## src/sv/ptid_pkg.sv

```systemverilog
`timescale 1ns / 1ps
package ptid_pkg;

  localparam int COORD_BITS = 32;
  localparam int GEO_W      = 32;
  localparam int GEO_FRAC   = 30;
  localparam int ID_W       = 58;
  localparam int DEPTH_W    = 5;
  localparam int TOL_W      = 20;
  localparam int ACC_W      = 64;
  localparam int IT_W       = $clog2(GEO_W);

  localparam logic [GEO_W-1:0] GEO_ONE = GEO_W'(64'd1 << GEO_FRAC);

  // triangle selection codes
  localparam logic [2:0] TRI_C0   = 3'd0;
  localparam logic [2:0] TRI_C1   = 3'd1;
  localparam logic [2:0] TRI_C2   = 3'd2;
  localparam logic [2:0] TRI_C3   = 3'd3;
  localparam logic [2:0] TRI_ROOT = 3'd4;

  localparam logic [1:0] CHILD_LAST = 2'd3;
  localparam logic [1:0] EDG_LAST   = 2'd2;
  localparam logic [1:0] NSEL_LAST  = 2'd2;
  localparam logic [2:0] ROOT_LAST  = 3'd7;

  // register indexes
  localparam logic REG_DEPTH = 1'b0;
  localparam logic REG_TOL   = 1'b1;

  typedef logic [2:0][GEO_W-1:0] vec_t;

  typedef struct packed {
    logic signed [COORD_BITS-1:0] px;
    logic signed [COORD_BITS-1:0] py;
    logic signed [COORD_BITS-1:0] pz;
  } in_item_t;

  typedef struct packed {
    logic [ID_W-1:0] trixel_id;
    logic            no_match;
  } out_item_t;

  typedef struct packed {
    logic       load_p;
    logic       root_load;
    logic [2:0] root;
    logic       tri_go;
    logic [2:0] tsel;
    logic [1:0] edg;
    logic       norm_go;
    logic [1:0] nsel;
    logic       commit;
    logic [1:0] child;
    logic       miss;
  } cmd_t;

  typedef struct packed {
    logic tri_done;
    logic tri_ge;
    logic norm_done;
  } stat_t;

  // octahedron vertices: k, i, j, -i, -j, -k
  function automatic vec_t axis_vec(input logic [2:0] k);
    vec_t v;
    v = '0;
    unique case (k)
      3'd0:    v[2] = GEO_ONE;
      3'd1:    v[0] = GEO_ONE;
      3'd2:    v[1] = GEO_ONE;
      3'd3:    v[0] = -GEO_ONE;
      3'd4:    v[1] = -GEO_ONE;
      3'd5:    v[2] = -GEO_ONE;
      default: v = '0;
    endcase
    return v;
  endfunction

  // vertex numbers of root triangles S0..S3, N0..N3
  function automatic logic [2:0][2:0] root_vtx(input logic [2:0] r);
    logic [2:0][2:0] t;
    unique case (r)
      3'd0:    begin t[0] = 3'd1; t[1] = 3'd5; t[2] = 3'd2; end
      3'd1:    begin t[0] = 3'd2; t[1] = 3'd5; t[2] = 3'd3; end
      3'd2:    begin t[0] = 3'd3; t[1] = 3'd5; t[2] = 3'd4; end
      3'd3:    begin t[0] = 3'd4; t[1] = 3'd5; t[2] = 3'd1; end
      3'd4:    begin t[0] = 3'd1; t[1] = 3'd0; t[2] = 3'd4; end
      3'd5:    begin t[0] = 3'd4; t[1] = 3'd0; t[2] = 3'd3; end
      3'd6:    begin t[0] = 3'd3; t[1] = 3'd0; t[2] = 3'd2; end
      default: begin t[0] = 3'd2; t[1] = 3'd0; t[2] = 3'd1; end
    endcase
    return t;
  endfunction

endpackage

```

## src/sv/ptid_ctrl.sv

```systemverilog
`timescale 1ns / 1ps
module ptid_ctrl (
  input  logic                          clk_i,
  input  logic                          rst_ni,
  input  logic                          in_valid_i,
  output logic                          in_stall_o,
  output logic                          out_valid_o,
  input  logic                          out_stall_i,
  input  logic [ptid_pkg::DEPTH_W-1:0]  depth_i,
  input  ptid_pkg::stat_t               stat_i,
  output ptid_pkg::cmd_t                cmd_o
);

  typedef enum logic [9:0] {
    S_IDLE = 10'b0000000001,
    S_RLD  = 10'b0000000010,
    S_RGO  = 10'b0000000100,
    S_RWT  = 10'b0000001000,
    S_LCHK = 10'b0000010000,
    S_NGO  = 10'b0000100000,
    S_NWT  = 10'b0001000000,
    S_CGO  = 10'b0010000000,
    S_CWT  = 10'b0100000000,
    S_OUT  = 10'b1000000000
  } state_e;

  state_e state_q, state_d;
  logic [2:0] root_q, root_d;
  logic [1:0] edg_q, edg_d, ch_q, ch_d, nsel_q, nsel_d;
  logic [ptid_pkg::DEPTH_W-1:0] lvl_q, lvl_d;

  always_comb begin
    state_d = state_q;
    root_d  = root_q;
    edg_d   = edg_q;
    ch_d    = ch_q;
    nsel_d  = nsel_q;
    lvl_d   = lvl_q;

    cmd_o           = '0;
    cmd_o.root      = root_q;
    cmd_o.tsel      = (state_q == S_RGO) ? ptid_pkg::TRI_ROOT : {1'b0, ch_q};
    cmd_o.edg       = edg_q;
    cmd_o.nsel      = nsel_q;
    cmd_o.child     = ch_q;

    unique case (state_q)
      S_IDLE: begin
        if (in_valid_i) begin
          cmd_o.load_p = 1'b1;
          root_d       = '0;
          state_d      = S_RLD;
        end
      end
      S_RLD: begin
        cmd_o.root_load = 1'b1;
        edg_d           = '0;
        state_d         = S_RGO;
      end
      S_RGO: begin
        cmd_o.tri_go = 1'b1;
        state_d      = S_RWT;
      end
      S_RWT: begin
        if (stat_i.tri_done) begin
          if (!stat_i.tri_ge) begin
            if (root_q == ptid_pkg::ROOT_LAST) begin
              // no root holds the point: keep N3
              cmd_o.miss = 1'b1;
              lvl_d      = '0;
              state_d    = S_LCHK;
            end else begin
              root_d  = root_q + 3'd1;
              state_d = S_RLD;
            end
          end else if (edg_q == ptid_pkg::EDG_LAST) begin
            lvl_d   = '0;
            state_d = S_LCHK;
          end else begin
            edg_d   = edg_q + 2'd1;
            state_d = S_RGO;
          end
        end
      end
      S_LCHK: begin
        if (lvl_q == depth_i) begin
          state_d = S_OUT;
        end else begin
          nsel_d  = '0;
          state_d = S_NGO;
        end
      end
      S_NGO: begin
        cmd_o.norm_go = 1'b1;
        state_d       = S_NWT;
      end
      S_NWT: begin
        if (stat_i.norm_done) begin
          if (nsel_q == ptid_pkg::NSEL_LAST) begin
            ch_d    = '0;
            edg_d   = '0;
            state_d = S_CGO;
          end else begin
            nsel_d  = nsel_q + 2'd1;
            state_d = S_NGO;
          end
        end
      end
      S_CGO: begin
        cmd_o.tri_go = 1'b1;
        state_d      = S_CWT;
      end
      S_CWT: begin
        if (stat_i.tri_done) begin
          if (!stat_i.tri_ge) begin
            if (ch_q == ptid_pkg::CHILD_LAST) begin
              // centre child taken even though it failed
              cmd_o.commit = 1'b1;
              cmd_o.miss   = 1'b1;
              lvl_d        = lvl_q + 1'b1;
              state_d      = S_LCHK;
            end else begin
              ch_d    = ch_q + 2'd1;
              edg_d   = '0;
              state_d = S_CGO;
            end
          end else if (edg_q == ptid_pkg::EDG_LAST) begin
            cmd_o.commit = 1'b1;
            lvl_d        = lvl_q + 1'b1;
            state_d      = S_LCHK;
          end else begin
            edg_d   = edg_q + 2'd1;
            state_d = S_CGO;
          end
        end
      end
      S_OUT: begin
        if (!out_stall_i) state_d = S_IDLE;
      end
      default: state_d = S_IDLE;
    endcase
  end

  always_ff @(posedge clk_i or negedge rst_ni) begin
    if (!rst_ni) begin
      state_q <= S_IDLE;
      root_q  <= '0;
      edg_q   <= '0;
      ch_q    <= '0;
      nsel_q  <= '0;
      lvl_q   <= '0;
    end else begin
      state_q <= state_d;
      root_q  <= root_d;
      edg_q   <= edg_d;
      ch_q    <= ch_d;
      nsel_q  <= nsel_d;
      lvl_q   <= lvl_d;
    end
  end

  assign in_stall_o  = (state_q != S_IDLE);
  assign out_valid_o = (state_q == S_OUT);

endmodule

```

## config.mk

```make
export PLATFORM = sky130hd
export DESIGN_NAME = ptid_ctrl
export DESIGN_NICKNAME = d
export VERILOG_FILES = /design/src/sv/ptid_pkg.sv /design/src/sv/ptid_ctrl.sv
export SDC_FILE = /design/constraint.sdc
export NUM_CORES = 1
export LEC_CHECK = 0
export BUFFER_PORTS_ARGS = -buffer_cell sky130_fd_sc_hd__buf_2
export CAP_MARGIN = 20
export CORE_ASPECT_RATIO = 0.9
export CORE_MARGIN = 3
export CORE_UTILIZATION = 55
export DETAILED_ROUTE_END_ITERATION = 10
export GPL_TIMING_DRIVEN = 0
export HOLD_SLACK_MARGIN = 0.12
export PLACE_DENSITY = 0.8
export SYNTH_ARGS = -nofsm -noshare
export SYNTH_HDL_FRONTEND = slang
export SYNTH_SLANG_ARGS = --single-unit
```

## constraint.sdc

```tcl
create_clock -name clk_i -period 2.45 [get_ports clk_i]
set_input_delay 0.49 -clock clk_i [delete_from_list [all_inputs] [get_ports clk_i]]
set_output_delay 0.49 -clock clk_i [all_outputs]
set_load 0.01 [all_outputs]
```

# Yosys cells after proc, flatten, opt, wreduce, memory -nomap -nowiden
# Cells that the tools add are included.
[totals]
reg_bits = 24
wordCells = 119
in_bits = 12
[op_classes]
n_eq_ne = 34
n_reduce_logical = 12
mux = 62
add_sub_neg = 5
[ops]
columns = ["operator", "count"]
rows = [
  ["$pmux W10 S10", 1],
  ["$mux W10", 8],
  ["$mux W5", 10],
  ["$mux W2", 14],
  ["$ne A2 B2 Y1 const B", 13],
  ["$mux W8", 3],
  ["$mux W1", 15],
  ["$mux W3", 5],
  ["$ne A3 B3 Y1 const B", 5],
  ["$reduce_and A7 Y1", 2],
  ["$eq A10 B1 Y1 const B", 1],
  ["$eq A10 B10 Y1 const B", 1],
  ["$eq A10 B2 Y1 const B", 1],
  ["$eq A10 B3 Y1 const B", 1],
  ["$eq A10 B4 Y1 const B", 1],
  ["$eq A10 B5 Y1 const B", 1],
  ["$eq A10 B6 Y1 const B", 1],
  ["$eq A10 B7 Y1 const B", 1],
  ["$eq A10 B8 Y1 const B", 1],
  ["$eq A10 B9 Y1 const B", 1],
  ["$ne A10 B1 Y1 const B", 1],
  ["$pmux W5 S2", 1],
  ["$reduce_and A5 Y1", 2],
  ["$pmux W2 S2", 2],
  ["other kinds (14)", 21],
]

# Logic depth before layout (Yosys ltp)
[depth]
ltp_word = 5
mapped_depth = 8
depth_no_buf = 7

# Worst setup path after synthesis
# Ideal clock, no wire load.
[synth_path]
path_kind = "register -> output"
start = "reg state_q[6]"
end = "out cmd_o[0] (netlist name)"
path_stages_with_launch = 6
slack_ns = 0.219
n_path_buf = 1
arrival_ns = 1.741
path_cell_list = "dfrtp_1 -> buf_6 -> or3_4 -> nor4_4 -> mux2i_1 -> nor3_1"
[synth_lines]
columns = ["element", "line_no", "source"]
rows = [
  ["start: declaration", "ptid_ctrl.sv:27", "state_e state_q, state_d;"],
  ["start signal: assignment", "ptid_ctrl.sv:153", "state_q <= state_d;"],
  ["end: declaration", "ptid_ctrl.sv:11", "output ptid_pkg::cmd_t cmd_o"],
]

==> results.md <==
* Worst-Skew Late Latency at 350 ps
* CTS Buf Count at 3
* Mapped Nets at ~200
* Vias per std cell at 6.15
* Max-slew headroom at 55.6%
* Worst setup path class: reg2out
* Largest area contributor in the netlist: dfrtp_1
* DP Worst Slack at 0.386 ps
* Slowest CP cell: dfrtp_2
* WHS at between 100 and 150 ps
* Worst EP arrival at 2080 ps
* Worst setup SP type: flip-flop
* DRC viols at 0
* Pre-antenna DRT Iters at 5
* Gr ovfl total at 0
* Fmax at just under 400 MHz
* Final Max Slew Viols at 0
* Hold crit path type: in2async
* RSZ-0062 raised after global routing: yes
* RePlAce Congestion at roughly 0.88
* Main synth FF type: dfrtp_1
* Failing checks: negative setup slack
* WL final at 4.58 mm
* Synth cell types at 46
* Number of synthesized flops with an enable pin at 0
* Total power at around 1.4 mW
* Cell area after synthesis at 1640 sq um
* Synth area leaders: dfrtp_1 35%, ha_1 5.3%, nor2_1 3.7%, nor3_1 3.4%, nand2_1 3.2%
* Antenna Cells at 0
* Pwr per Cell Area at 666 nW/um^2
* Top cell type's share of synthesized area at between 30% and 40%
* Core region area at 2790 sq um
* Layout cells sized above 1 at approximately 34%
* Final #Nets at about 250
* Post-synth ARST share at 100%
* Vias in the first global route at between 1500 and 2000
* CTS Sinks at 24
* Max Cap Viol at 0
* Final worst slack at -121 ps
* Die Area at between 3000 and 4000 sq um
* Worst slew pin tran at about 660 ps
* TritonCTS clock tree: yes
* Port Buffers at 31
* CTS Buffer Depth at 2
* First-pass GRT wire length at 6.96 mm
* Die X at ~64 um
* Leak pwr at approximately 1.0 nW
* H-tree lvl count at 1
* Register bit total from synthesis at 24
* Worst-path fanout max at 5
* Max incr delay on CP at between 400 and 500 ps
* Synthesized instance count at between 150 and 200
* Final setup vio count at 3
* Layout area overhead at 27.2%
* VDD IR-drop max at ~0.44 mV
* Clock Skew at between 15 and 20 ps
* Hold-fix buffers, CTS at 0
* Synth warn at 0
* Initial antenna violation count at 0
* Die H at between 50 and 60 um
* Final Hold Viols at 0
* Via Count at between 1500 and 2000
* I/O Pins at 32
* Initial Utilization at between 50 and 60%
* Wire per inst at about 17 um
* Min Clock Period, post-route at about 2600 ps
* Cell Chain, Critical Path: buf_4 -> nor3_2 -> nand4_1 -> nor3_1 -> buf_2
* Total GRT Usage at between 20% and 30%
* Post-DRT Antenna Nets at 0
* Tcrit/Tclk final at 105%
* Core Util, Final at between 70% and 80%
* Mapped Avg Cell Area at roughly 9 sq um
* Post-synth top cells: 23 x dfrtp_1, 16 x nor2_1, 14 x nand2_1
* Most common cell in the netlist: dfrtp_1
* DP HPWL at 2.96 mm
* Seq/Total Area, Yosys at 36.6%
* Worst EP required at 1960 ps
* Clock transition at path regs at roughly 160 ps
* Iter 0 DRT Violations at between 150 and 200
* Outcome: finished with violations
* Root buf cell: clkbuf_4
* Num rows at 18
* Pin count of the biggest net entering global routing at 25
* Type of destination of the critical path: output pin
==> critical path, delay by kind of cell (launching register included) <==
family,cells,cell delay [ps]
AND/OR/NAND/NOR,3,990
buffers and inverters,2,300
flip-flops,1,440
==> where the power goes <==
group	leakage [nW]	switching [mW]	internal, mW
Combinational	0.705	0.341	0.252
Clock	0.0279	0.140	0.166
Sequential	0.313	0.0432	0.450
Total	1.05	0.524	0.868
==> flip-flops by register name, indices dropped and copies added, names as in the netlist <==
name,count
ch_q,2
edg_q,2
lvl_q,5
nsel_q,2
root_q,3
state_q,10
==> cell type report <==
class                      count  area [sq um]
multi-input combinational    140          1010
clock inverter                 1          30.0
timing repair buffer          50           304
sequential                    24           607
fill                         215           703
tap                           40          50.0
inverter                      11          41.3
buffer                         4          26.3
clock buffer                   3          22.5
==> per-layer routing <==
metal	share of wire, %	global-route usage [%]
met4	1.6	4.92
met3	7.5	4.65
met2	49	40.9
met1	42	31.4
met5	0	0
==> metrics by stage <==
| stage | cells | setup TNS, ps | instance area (sq um) |
|---|---|---|---|
| CTS | 267 | -30.7 | 2020 |
| finish | 273 | -139 | 2090 |
| detailed placement | 253 | 0 | 1850 |
| global placement | 253 | 0 | 1850 |
| floorplan | 182 | 0 | 1640 |
| global route | 273 | -394 | 2090 |
==> cells by family (layout without fill, tap and decap cells) <==
logic type,Yosys count,in the layout,synth area share [%]
flops,24,24,36.6
mux,4,4,2.51
compound gates,39,39,17.3
buf+inv,18,69,4.95
fa+ha+maj,7,7,5.33
simple gates,82,82,29.0
xor+xnor,8,8,4.26
==> path summary, 6_finish.rpt <==
kind | from | endpoint | slack, ps | cells after the start
setup / recovery | state_q[1] | cmd_o[0] | -120 | 5
hold / removal | rst_ni | state_q[8] | 110 | 1
setup reg to reg | state_q[6] | root_q[2] | 180 | 7
hold reg to reg | lvl_q[4] | lvl_q[4] | 520 | 1
max in group asynchronous | rst_ni | state_q[9] | 1920 | 1
min in group clk_i | in_valid_i | state_q[1] | 420 | 3
==> layout by cell type, fill, tap and decap left out, drive strengths merged, types with 5 or more instances in the layout <==
cell     n
a21oi    8
buf     52
clkbuf   5
dfrtp   23
ha       7
inv     11
nand2   14
nand2b   5
nand4    5
nor2    16
nor3    11
o21ai    8
==> timing repair <==
| item | 4_1_cts | 5_1_grt |
|---|---|---|
| buffers inserted | 10 | 9 |
| resized for setup | 12 | 7 |
| setup endpoints to repair | 12 | 4 |
| endpoints found under the hold margin | 0 | 0 |
| pin swaps | 5 | 3 |
| cloned | 0 | 0 |
Note: power is estimated with default switching activity, not from simulation.
